## src/rtl/sbcp_ram.sv

```systemverilog
// ----------------------------------------------------------------------------
// Generic RAM
// One write port and one read port with registered read data.
// ----------------------------------------------------------------------------
module sbcp_ram #(
    parameter int WIDTH = 32,
    parameter int DEPTH = 64
) (
    input  logic                     clk,
    input  logic                     we,
    input  logic [$clog2(DEPTH)-1:0] waddr,
    input  logic [WIDTH-1:0]         wdata,
    input  logic [$clog2(DEPTH)-1:0] raddr,
    output logic [WIDTH-1:0]         rdata
);

    logic [WIDTH-1:0] mem_reg [DEPTH];
    logic [WIDTH-1:0] rdata_reg;

    always_ff @(posedge clk)
    begin
        if (we)
        begin
            mem_reg[waddr] <= wdata;
        end
        rdata_reg <= mem_reg[raddr];
    end

    assign rdata = rdata_reg;

endmodule

```

## config.mk

```make
export PLATFORM = sky130hd
export DESIGN_NAME = sbcp_ram
export DESIGN_NICKNAME = d
export VERILOG_FILES = /design/src/rtl/sbcp_ram.sv
export SDC_FILE = /design/constraint.sdc
export NUM_CORES = 2
export LEC_CHECK = 0
export BUFFER_PORTS_ARGS = -buffer_cell sky130_fd_sc_hd__buf_2
export CAP_MARGIN = 20
export CORE_MARGIN = 5
export CORE_UTILIZATION = 40
export CTS_BUF_LIST = sky130_fd_sc_hd__clkbuf_4 sky130_fd_sc_hd__clkbuf_8
export DETAILED_ROUTE_END_ITERATION = 10
export PLACE_DENSITY_LB_ADDON = 0.25
export SLEW_MARGIN = 0
export SYNTH_ARGS = -nofsm -noshare
export SYNTH_HDL_FRONTEND = slang
export SYNTH_SLANG_ARGS = --single-unit
```

## constraint.sdc

```tcl
create_clock -name clk -period 3.15 [get_ports clk]
set_input_delay 0.1575 -clock clk [delete_from_list [all_inputs] [get_ports clk]]
set_output_delay 0.1575 -clock clk [all_outputs]
set_load 0.02 [all_outputs]
```

# Word-level counts from Yosys, hierarchy flattened

Memories as Yosys holds them, arrays and structs flattened. A register that Yosys moved wholly into a read port is not among the register bits.
Index checks and enable logic that the tools add are counted.

Register bits after elaboration: 0
Memory bits (writable): 2048
Input bits: 46
Logic and storage cells: 3
Memories kept: 1

Memories:

| memory  | depth | width | rd ports | clocked after memory_dff | write ports | RTL line | RTL |
|---|---|---|---|---|---|---|---|
| mem_reg | 64    | 32    | 1        | 1                        | 1           | 17       | `logic [WIDTH-1:0] mem_reg [DEPTH];` |

Mux-type cells: 2

Operators with widths:

| kind              | count |
|---|---|
| 1-bit two-way mux | 2 |

# Longest topological paths before layout

Depth in word-level cells: 2
Depth in mapped cells: 10
Mapped depth without buffers: 5

# Worst setup path after synthesis

Ideal clock, no wire load.

Kind: input-to-reg
Start point: input port waddr[3]
End point: memory mem_reg[48][0] (enable)
Setup time: 0.461 ns
Data arrival time: 2.856 ns
Slack: -0.167 ns
Stages on the path: 4
Buffers on the path: 1
Cell sequence: clkbuf_1 -> nor2b_1 -> nand4b_1 -> nor3_1

RTL lines:

| element     | RTL line | RTL |
|---|---|---|
| from (decl) | 11       | `input logic [$clog2(DEPTH)-1:0] waddr,` |
| to (decl)   | 17       |  |

Straight into the memory's write port.

# Final worst setup path

Start point: input port waddr[3]
End point: memory mem_reg[48][28] (enable)

Straight into the memory's write port.

==> qor.json <==
{
  "max_stage_delay_ns": 0.63,
  "worst_hold_startpoint": "wdata[8]",
  "clock_tree_from_tritoncts": "done",
  "firstDrtPassIters": 5,
  "post_drt_via_cell_ratio": 5.70,
  "crit_slowest_cell": "sky130_fd_sc_hd__dlygate4sd3_1",
  "fp-row-count": 162,
  "areaGrowthSynthToFinish_pct": 17.0,
  "cts-root-buf": "sky130_fd_sc_hd__clkbuf_8",
  "powerDensity_nw_per_um2": 616,
  "portBuffers": 77,
  "fp.dieW_um": 453,
  "clkTransAtPathRegs_ns": 0.06,
  "drive_above_1_share_pct": 35.6,
  "totalWireLength_um": 214000,
  "wl_met2_um": 104000,
  "setup_violating_endpoint_count_in_the_final_report": 0,
  "synthesis.yosys.warnings": 0,
  "run_status": "finished, final reports clean",
  "nNetsFinal": 3910,
  "synth-seq-area-share_pct": 79.1,
  "whs_path_depth": 2,
  "cts_max_path_buffers": 4,
  "placed_cell_area_um2": 84700,
  "worst_ep_arrival_time_ns": 2.95,
  "number_of_flip_flops_in_the_largest_register": 2048,
  "capturing_point_of_the_worst_reg2reg_path": "rdata[2]",
  "core_um2": 195000,
  "hold_viol_final": 0,
  "setup.worst_path.start_class": "primary input",
  "ff_latch_area_um2": 62100,
  "antenna_viol_nets_final": 0,
  "overall_power_w": 0.0566,
  "dp.final_hpwl_um": 122000,
  "fp.dieArea_um2": 205000,
  "via_count_of_the_first_global_routing_pass": 39595,
  "grt_antenna_before_repair": 8,
  "sequence_of_cells_on_the_critical_path": "dlygate4sd3_1 > buf_2 > nor2b_1 > nand4b_1 > nor3_4 > dlygate4sd3_1 > buf_4",
  "dr.first_iter.drc_count": 4140,
  "timing.clock.skew_ns": 0.0795,
  "placed_cells_incl_taps": 6088,
  "setup.worst_path.end_class": "flip-flop",
  "reg2reg_slack_ns": 0.83,
  "start_util_pct": 40.2,
  "synth_seq_cells": 2080,
  "syn_area_um2": 78500,
  "reg2reg_from": "mem_reg[39][2]",
  "syn_inst": 3324,
  "drc": 0,
  "highest_achievable_clock_rate_ghz": 0.425,
  "postCtsSetupBuffers": 0,
  "track_usage_pct": 20.8,
  "worst-setup-path-type": "in2reg",
  "numClockSinks": 2080,
  "crit_buf_inv": 4,
  "ys_types": 34,
  "slew_viol_final": 0,
  "wire_length_of_the_first_global_routing_pass_um": 302000,
  "highest_fanout_seen_on_the_critical_path": 25,
  "standby_leakage_power_nw": 28.9,
  "register_to_register_path_depth": 6,
  "postSynthNetCount": 3370,
  "post_synth.cell_area_avg_um2": 23.6,
  "cp_top_family": "buffers and inverters",
  "fillCellCount": 15912,
  "grt_start_max_net_pins": 65,
  "routed_length_on_met3_um": 16300,
  "layoutNonFillerInstCount": 6743,
  "clock_tree.htree_level_count": 5,
  "fin_crit_ns": 2.35,
  "slew-limit-headroom_pct": 24.0,
  "tcrit_tclk_final_pct": 74.6,
  "holdCritPathClass": "in2reg",
  "multiInputGateArea_um2": 16000,
  "gr_overflow_total": 0,
  "crit_required_ns": 3.75,
  "worst_skew_pair.late_latency_ns": 1.04,
  "hold-path-endpoint": "mem_reg[48][8]",
  "rsz0062_at_grt": "false",
  "detail_route.wl_per_cell_um": 31.8,
  "most-common-layout-cells": "sky130_fd_sc_hd__edfxtp_1 (2048), sky130_fd_sc_hd__mux4_2 (544), sky130_fd_sc_hd__clkbuf_8 (357), sky130_fd_sc_hd__buf_4 (160), sky130_fd_sc_hd__clkbuf_4 (123)",
  "cts_resized": 0,
  "timing_worst_slew_pin_value_ns": 1.14,
  "i_o_pins": 78,
  "drv.max_cap_violation_count": 0,
  "routed-via-count": 38441,
  "max-vdd-ir-drop_mv": 0.549,
  "most_common_library_cell_in_the_layout_ignoring_fill_and_taps": "sky130_fd_sc_hd__edfxtp_1",
  "gpl_wtd_cong": 0.779,
  "total_cts_buffers": 344,
  "worst-path-stages": 7,
  "crit_top_cell": "sky130_fd_sc_hd__dlygate4sd3_1",
  "met1Wirelength_um": 89000,
  "die_height_um": 453,
  "fin_area_um2": 91800,
  "maxUsedRoutingLayer": "met4"
}
==> Yosys cell counts <==
| cell type | count | area [um2] |
|---|---|---|
| sky130_fd_sc_hd__a21oi_1 | 62 | 310 |
| sky130_fd_sc_hd__a22oi_1 | 12 | 90.1 |
| sky130_fd_sc_hd__a311oi_1 | 8 | 70.1 |
| sky130_fd_sc_hd__a31oi_1 | 1 | 6.26 |
| sky130_fd_sc_hd__a41o_1 | 4 | 40.0 |
| sky130_fd_sc_hd__and2_1 | 2 | 12.5 |
| sky130_fd_sc_hd__and3_1 | 4 | 25.0 |
| sky130_fd_sc_hd__buf_1 | 21 | 78.8 |
| sky130_fd_sc_hd__buf_2 | 57 | 285 |
| sky130_fd_sc_hd__buf_4 | 25 | 188 |
| sky130_fd_sc_hd__buf_6 | 5 | 56.3 |
| sky130_fd_sc_hd__clkbuf_1 | 74 | 278 |
| sky130_fd_sc_hd__dfxtp_1 | 32 | 641 |
| sky130_fd_sc_hd__edfxtp_1 | 2048 | 61500 |
| sky130_fd_sc_hd__mux2i_1 | 93 | 931 |
| sky130_fd_sc_hd__mux4_2 | 544 | 12300 |
| sky130_fd_sc_hd__nand2_1 | 26 | 97.6 |
| sky130_fd_sc_hd__nand2b_1 | 8 | 50.1 |
| sky130_fd_sc_hd__nand3_1 | 5 | 25.0 |
| sky130_fd_sc_hd__nand3b_1 | 5 | 37.5 |
| sky130_fd_sc_hd__nand4_1 | 2 | 12.5 |
| sky130_fd_sc_hd__nand4b_1 | 1 | 8.76 |
| sky130_fd_sc_hd__nor2_1 | 137 | 514 |
| sky130_fd_sc_hd__nor2b_1 | 15 | 93.8 |
| sky130_fd_sc_hd__nor3_1 | 7 | 35.0 |
| sky130_fd_sc_hd__o221ai_1 | 27 | 236 |
| sky130_fd_sc_hd__o22ai_1 | 84 | 526 |
| sky130_fd_sc_hd__o32ai_1 | 4 | 35.0 |
| sky130_fd_sc_hd__or2_0 | 1 | 6.26 |
| sky130_fd_sc_hd__or2_1 | 1 | 6.26 |
| sky130_fd_sc_hd__or2_2 | 1 | 6.26 |
| sky130_fd_sc_hd__or3_1 | 3 | 18.8 |
| sky130_fd_sc_hd__or3b_1 | 2 | 17.5 |
| sky130_fd_sc_hd__or3b_2 | 3 | 26.3 |
==> layer usage <==
metal	global-route usage [%]	up-vias
met5	0	-
met4	5.69	0
met3	4.10	327
met2	33.3	1713
met1	29.4	20982
li1	-	15419
==> power by group <==
group          leakage (nW)  switching, W  internal [W]  total [W]
logic                  6.79       0.00193       0.00121    0.00314
clock network          3.44        0.0104        0.0123     0.0226
registers              18.7      0.000125        0.0306     0.0308
==> cell families (layout without fill, tap and decap cells) <==
group           after synthesis  after routing  synth area share (%)
flops                      2080           2080                  79.1
compound gates              202            202                  1.67
mux                         637            637                  16.8
other cells                   0             10                     0
buf+inv                     182            967                  1.13
simple gates                223            223                  1.27
==> per-stage QoR <==
step	utilization (%)	hold WS (ns)	worst slack, ns	TNS [ns]
after floorplan	-	0.256	0.341	0
after global placement	43.4	0.598	-0.00898	-0.00898
after detailed placement	43.4	0.594	-0.0200	-0.0200
after CTS	46.9	0.00283	0.720	0
after global routing	47.0	0.0513	0.788	0
final	47.0	0.127	0.800	0
==> worst max path at each step <==
stage                   startpoint         endpoint  slack (ns)
CTS                 mem_reg[39][2]         rdata[2]        0.72
global route              waddr[3]  mem_reg[48][28]        0.79
global placement          raddr[0]         rdata[2]      -0.009
floorplan                 waddr[5]   mem_reg[39][0]        0.34
finish                    waddr[3]  mem_reg[48][28]        0.80
detailed placement        raddr[0]         rdata[2]       -0.02
==> area by class of cell <==
cell class,count,area share [%]
timing repair buffer,376,4.32
clock buffer,480,6.36
multi-input combinational,1062,17.4
antenna,10,0.0272
tap,2624,3.57
sequential,2080,67.7
clock inverter,111,0.661
==> timing repair <==
item,4_1_cts,5_1_grt
endpoints found under the setup margin,0,0
hold buffers,44,0
endpoints found under the hold margin,2228,0
Note: power is estimated with default switching activity, not from simulation.
