File: src/rtl/sbcp_pkg.sv
// ----------------------------------------------------------------------------
// Smooth Bezier control points: shared package
// Widths, fixed-point constants, channel structs, sequencer states and the
// saturation helpers used across the block.
// ----------------------------------------------------------------------------
package sbcp_pkg;

    localparam int FRAC_BITS = 16;
    localparam int MAX_KNOTS = 64;
    localparam int KIDX_W    = $clog2(MAX_KNOTS);
    localparam int CNT_W     = $clog2(MAX_KNOTS + 1);
    localparam int NUM_W     = 32 + FRAC_BITS;
    localparam int DIV_CNT_W = $clog2(NUM_W);
    localparam int WIDE_W    = 36;
    localparam int SEG_W     = 6;

    localparam logic signed [31:0] INT_MAX = 32'sh7fffffff;
    localparam logic signed [31:0] INT_MIN = 32'sh80000000;
    localparam logic signed [31:0] ONE_Q   = 32'(64'd1 << FRAC_BITS);
    localparam logic signed [31:0] TWO_Q   = 32'(64'd2 << FRAC_BITS);
    localparam logic signed [WIDE_W-1:0] FOUR_Q  = WIDE_W'(64'd4 << FRAC_BITS);
    localparam logic signed [WIDE_W-1:0] SEVEN_Q = WIDE_W'(64'd7 << FRAC_BITS);
    localparam logic signed [WIDE_W-1:0] W_ONE   = WIDE_W'(64'd1);

    // Reciprocal of three scaled by 2^35, rounded up; exact for inputs below 2^35.
    localparam logic [33:0] THIRD_RECIP = 34'h2aaaaaaab;

    typedef struct packed {
        logic signed [31:0] knot_x;
        logic signed [31:0] knot_y;
        logic signed [31:0] knot_z;
        logic               final_knot;
    } knot_t;

    typedef struct packed {
        logic [SEG_W-1:0]   segment;
        logic signed [31:0] first_ctrl_x;
        logic signed [31:0] first_ctrl_y;
        logic signed [31:0] first_ctrl_z;
        logic signed [31:0] second_ctrl_x;
        logic signed [31:0] second_ctrl_y;
        logic signed [31:0] second_ctrl_z;
        logic               final_segment;
    } result_t;

    typedef struct packed {
        logic              we;
        logic [KIDX_W-1:0] addr;
        logic [31:0]       x;
        logic [31:0]       y;
        logic [31:0]       z;
    } knot_wr_t;

    typedef struct packed {
        logic             valid;
        logic [CNT_W-1:0] cnt;
    } job_t;

    typedef struct packed {
        logic             start;
        logic [NUM_W-1:0] num_mag;
        logic             neg;
        logic [31:0]      den_mag;
    } div_req_t;

    typedef enum logic [4:0] {
        BK_IDLE,
        BK_PIV0,
        BK_PIV_DIV,
        BK_PIV_WAIT,
        BK_RHS_RD0,
        BK_RHS_RD1,
        BK_RHS_MUL,
        BK_RHS_WR,
        BK_BS_RD,
        BK_BS_DIV,
        BK_BS_WAIT,
        BK_OUT_RD,
        BK_OUT_EMIT,
        BK_LIN_RD0,
        BK_LIN_RD1,
        BK_LIN_ABS,
        BK_LIN_MUL,
        BK_LIN_SUM
    } back_state_t;

    function automatic logic signed [WIDE_W-1:0] sext_w(input logic signed [31:0] v);
        return {{(WIDE_W-32){v[31]}}, v};
    endfunction

    function automatic logic signed [31:0] sat_w(input logic signed [WIDE_W-1:0] v);
        logic signed [31:0] r;
        if (v > sext_w(INT_MAX)) begin
            r = INT_MAX;
        end else if (v < sext_w(INT_MIN)) begin
            r = INT_MIN;
        end else begin
            r = v[31:0];
        end
        return r;
    endfunction

    function automatic logic signed [31:0] qmul_round(input logic signed [63:0] p);
        logic signed [63:0] t;
        logic signed [31:0] r;
        t = (p + (64'sd1 <<< (FRAC_BITS - 1))) >>> FRAC_BITS;
        if (t > 64'sh000000007fffffff) begin
            r = INT_MAX;
        end else if (t < -64'sh0000000080000000) begin
            r = INT_MIN;
        end else begin
            r = t[31:0];
        end
        return r;
    endfunction

endpackage

File: src/rtl/sbcp_front.sv
// ----------------------------------------------------------------------------
// Smooth Bezier control points: front end
// Accepts knots, writes them to the knot store and queues one solve job per
// finished knot set of two or more knots.
// ----------------------------------------------------------------------------
module sbcp_front (
    input  logic             clk,
    input  logic             rst_n,
    input  logic             start,
    input  logic             busy,
    input  sbcp_pkg::knot_t  knot,
    input  logic             job_pop,
    output sbcp_pkg::knot_wr_t knot_wr,
    output sbcp_pkg::job_t   job
);
    import sbcp_pkg::*;

    logic [CNT_W-1:0] count_reg, count_next;
    logic [CNT_W-1:0] qcnt_reg [2];
    logic             wr_ptr_reg, wr_ptr_next;
    logic             rd_ptr_reg, rd_ptr_next;
    logic [1:0]       fill_reg, fill_next;
    logic             accept, room, push;
    logic [CNT_W-1:0] total;

    always_comb
    begin
        accept = start & ~busy;
        room   = count_reg < CNT_W'(MAX_KNOTS);
        total  = count_reg + CNT_W'(room);
        push   = accept & knot.final_knot & (total >= CNT_W'(2));

        knot_wr.we   = accept & room;
        knot_wr.addr = count_reg[KIDX_W-1:0];
        knot_wr.x    = knot.knot_x;
        knot_wr.y    = knot.knot_y;
        knot_wr.z    = knot.knot_z;

        count_next = count_reg;
        if (accept)
        begin
            count_next = knot.final_knot ? '0 : total;
        end

        wr_ptr_next = wr_ptr_reg ^ push;
        rd_ptr_next = rd_ptr_reg ^ job_pop;
        fill_next   = fill_reg + 2'(push) - 2'(job_pop);

        job.valid = fill_reg != 2'd0;
        job.cnt   = qcnt_reg[rd_ptr_reg];
    end

    always_ff @(posedge clk or negedge rst_n)
    begin
        if (!rst_n)
        begin
            count_reg  <= '0;
            wr_ptr_reg <= 1'b0;
            rd_ptr_reg <= 1'b0;
            fill_reg   <= 2'd0;
        end
        else
        begin
            count_reg  <= count_next;
            wr_ptr_reg <= wr_ptr_next;
            rd_ptr_reg <= rd_ptr_next;
            fill_reg   <= fill_next;
        end
    end

    always_ff @(posedge clk)
    begin
        if (push)
        begin
            qcnt_reg[wr_ptr_reg] <= total;
        end
    end

endmodule

File: config.mk
export PLATFORM = sky130hd
export DESIGN_NAME = sbcp_front
export DESIGN_NICKNAME = d
export VERILOG_FILES = /design/src/rtl/sbcp_pkg.sv /design/src/rtl/sbcp_front.sv
export SDC_FILE = /design/constraint.sdc
export NUM_CORES = 1
export LEC_CHECK = 0
export CORE_AREA = 2 2 83 85
export DETAILED_ROUTE_END_ITERATION = 8
export DIE_AREA = 0 0 85 87
export DONT_BUFFER_PORTS = 1
export PLACE_DENSITY = 0.45
export SLEW_MARGIN = 25
export SYNTH_ARGS = -nofsm -noshare
export SYNTH_HDL_FRONTEND = slang
export SYNTH_SLANG_ARGS = --single-unit
File: constraint.sdc
create_clock -name clk -period 5.5 [get_ports clk]
set_clock_uncertainty 0.15 [all_clocks]
set_input_delay 1.1 -clock clk [delete_from_list [all_inputs] [get_ports clk]]
set_output_delay 1.1 -clock clk [all_outputs]
set_load 0.01 [all_outputs]
# --- Word level (Yosys, flattened, before mapping) ---
# Memory sizes are Yosys's and may differ from the RTL's.
# Index checks and enable logic that the tools add are counted.
classes:
  add_sub_neg: 3
  n_lt_le_gt_ge: 2
  n_mux: 3
  bitwise_logic: 7
  reduce_logical: 1
ops:
  columns: ["operator", "count"]
  rows:
  - ["adder 7 x 1 -> 7 bit", 1]
  - ["greater-or-equal comparator 7 x 2 -> 1 bit (second input constant)", 1]
  - ["less-than comparator 7 bit (second input constant)", 1]
  - ["2-to-1 mux 7 bit", 1]
  - ["bitwise AND 1 bit", 4]
  - ["adder 2 x 1 -> 2 bit", 1]
  - ["2-to-1 mux 1 bit", 2]
  - ["nonzero test 2 bit", 1]
  - ["subtractor 2 x 1 -> 2 bit", 1]
  - ["bitwise XOR 1 bit", 2]
  - ["inverter 1 bit", 1]
word_totals:
  reg_bits: 11
  ram_bits: 14
  inputBits: 102
  output_inout_bits: 111
  wordCells: 21
  memories: 1
mem_list:
  columns: ["name", "words", "width", "rd", "rd_ports_with_merged_regs", "wr", "line_no", "text"]
  rows:
  - ["qcnt_reg", 2, 7, 1, 0, 1, "sbcp_front.sv:19", "logic [CNT_W-1:0] qcnt_reg [2];"]

# --- Longest topological paths before layout ---
depth:
  word_depth: 6
  mapped_depth: 12
  depth_no_buf: 12

# --- Least setup slack after synthesis ---
# OpenSTA, ideal clock, no wires.
synth_timing:
  path_kind: "in2out"
  start: "in busy"
  end: "out knot_wr[102] (netlist bit)"
  t_arrival_ps: 1598
  required_ps: 4250
  path_slack_ps: 2652
  cell_stages: 3
  path_buffers: 1
  cell_sequence: "nand2b_1 -> clkbuf_1 -> nor2_1"
synth_rtl:
  columns: ["element", "line_no", "text"]
  rows:
  - ["start: declaration", "sbcp_front.sv:10", "input logic busy,"]
  - ["end: declaration", "sbcp_front.sv:13", "output sbcp_pkg::knot_wr_t knot_wr,"]

==> results.toml <==
[clocking]
path_clk_slew_ns = 0.09
clk_path_buf_depth = 2
cts_buffers = 3
cts_tree = "yes"
h-tree-depth = 1
clock_latency_ns = 0.26
clock-sinks = 25
hold_buffers = 0
cts_setup_buffers = 0
ctsRootBufferMaster = "clkbuf_8"
cts-resized-gates = 0

[global_routing]
grt_remaining_overflow = 0
grt_pass1_wl_um = 6113
antenna_found_initial = 0
first_global_vias = 783
gr-usage-all-layers_pct = 11.77
grt_max_degree = 14

[final_layout]
largest_reg_flops = 14
nNetsFinal = 192
layout_commonest_cell = "edfxtp_1"
area_growth_pct = -33.55
final_util_pct = 19.28
drive_gt1_share_pct = 14.63
nFillCells = 699
multi_input_area_um2 = 410.4
n_antenna_cell = 0
regArea_um2 = 695.7
mostFrequentLayoutCells = "edfxtp_1 (14), dfrtp_1 (11), xnor2_1 (7), mux2_2 (7), ha_1 (7)"
fin_area_um2 = 1266

[synth]
yosys.area.top_type = "buf_4"
synth_seq_cells = 25
ys_seq_area_share_pct = 36.51
synth_area_leaders = "buf_4 (40%), edfxtp_1 (22%), dfrtp_1 (14%)"
avgSynthCellArea_um2 = 10.41
syn-num-nets = 292
netlist_area_um2 = 1906
synthCells = 183
synth_cell_types = 26
ys_warn_count = 0
yosysTopAreaCellShare_pct = 40.18

[power]
vdd_drop_max_uv = 98.32
p_int_mw = 0.3220
switching_power_mw = 0.1262
swShare_pct = 28.17
p_leak_nw = 0.4831
clkPwrFrac_pct = 23.6
p_comb_share_pct = 20.8
power_frac_seq_pct = 55.6
powerDensity_nw_per_um2 = 354.0

[route]
routed_wl_um = 4537
num_vias = 746
drc = 0
first_iter_violations = 84
drtPass1Iterations = 4
post_drt_wl_per_cell_um = 28.01
viasPerCell = 4.605
ant_nets = 0

[critical_path]
slowest_delay_ns = 0.29
worstPathCellList = "nand2b_1, nor2_1"
slowest_stage = "nand2b_1"
path_class = "input port to output port"
critical_path_required_ns = 4.25
start_kind = "input port"
arrival_ns = 1.67
critPathTopFamily = "simple AND/OR/NAND/NOR gates"
critPathCaptureType = "output port"
cp_max_fo = 11
path_buf_inv = 0

[timing]
worst_slew_pin_slew_ns = 0.4570
min_period_ns = 2.917
hold_viol = 0
setup_tns_ns = 0
rsz0062_at_grt = "no"
slew_headroom_pct = 69.31
fin_crit_sh_pct = 53.04
max_freq_mhz = 342.8
setup_viol = 0
slew_violations = 0

[floorplan]
die_y_um = 87
std_cell_rows = 30
die_area_um2 = 7395
coreArea_um2 = 6569
die_w_um = 85
ios = 213
initial_core_util_pct = 29.01

[place]
globalplace.congestion = 0.8285
place_area_um2 = 1221
dp_hpwl_um = 4015
port_buffers = 0

[hold_path]
hp-class = "flop to flop"

[job]
cap_violations = 0

[status]
status = "complete, no violations"
## synth_stat cells (all sizes together)
cell	number
inv	4
clkbuf	2
nor2	2
nor3	1
nand4	2
o21ai	2
o311ai	1
edfxtp	14
dfrtp	11
o311a	1
and2	1
nand3	1
nand2b	3
a22o	5
nand2	3
a31oi	1
or2	1
xnor2	7
ha	7
or3	1
nor2b	1
xor2	2
mux2	7
buf	103
## power groups by stage
stage                     combinational [mW]  clock [mW]  sequential [mW]
final                                 0.0931       0.106            0.249
after global routing                   0.105       0.118            0.255
after CTS                             0.0953       0.111            0.251
after detailed placement              0.0952           0            0.254
after global placement                0.0923           0            0.253
after floorplan                        0.168           0            0.236
## routing by layer
| layer | wire length, µm | GRT usage [%] | vias to the layer above |
|---|---|---|---|
| li1 | - | - | 292 |
| met1 | 869 | 6.917 | 332 |
| met2 | 2255 | 19.25 | 104 |
| met3 | 1234 | 14.88 | 16 |
| met4 | 137 | 5.339 | 2 |
| met5 | 41 | 4.196 | - |
## stage by stage
step / hold slack [ns] / setup WS [ns] / power [mW] / cells
floorplan: 0.3202 / 2.652 / 0.4049 / 183
global placement: 0.3291 / 2.583 / 0.3452 / 158
detailed placement: 0.3347 / 2.572 / 0.3495 / 158
CTS: 0.3554 / 2.575 / 0.4575 / 162
global route: 0.3483 / 2.382 / 0.4784 / 162
finish: 0.3500 / 2.583 / 0.4482 / 162
## cell families (layout without fill, tap and decap cells)
family	after synthesis	in the layout	synth area share, %
xor gates and xnor gates	9	9	4.137
AOI/OAI and AO/OA	10	10	4.202
adders and majority gates	7	7	4.596
muxes	7	7	4.137
and+or+nand+nor	16	16	4.465
buffers and inverters	109	8	41.96
DFF	25	25	36.51
## path summary, 6_finish.rpt
check	cells after the start	start	slack, ns	endpoint
worst min register to register	1	fill_reg[0]$_DFF_PN0_	0.35	fill_reg[0]$_DFF_PN0_
worst max register to register	11	count_reg[0]$_DFFE_PN0P_	2.63	fill_reg[1]$_DFF_PN0_
worst max-delay path	2	busy	2.58	knot_wr[102]
min in group asynchronous	0	rst_n	0.37	fill_reg[0]$_DFF_PN0_
max in group asynchronous	0	rst_n	4.76	wr_ptr_reg$_DFF_PN0_
worst min-delay path	1	fill_reg[0]$_DFF_PN0_	0.35	fill_reg[0]$_DFF_PN0_
## area by class of cell
type | instances | share of cell area [%]
clock buffers | 4 | 3.557
well taps | 80 | 7.905
multi-input cells | 49 | 32.41
inverters | 4 | 1.186
flip-flops and latches | 25 | 54.94
## worst reg2reg max path, cell delays in order (launching register included)
cell and delay, ns:
dfrtp_1 0.46, ha_1 0.24, ha_1 0.24, nor3_1 0.18, a31oi_1 0.06, or3_1 0.39, o311ai_1 0.33, ha_1 0.29
inv_1 0.05, ha_1 0.14, xnor2_1 0.15, xnor2_1 0.14
Note: power is estimated with default switching activity, not from simulation.
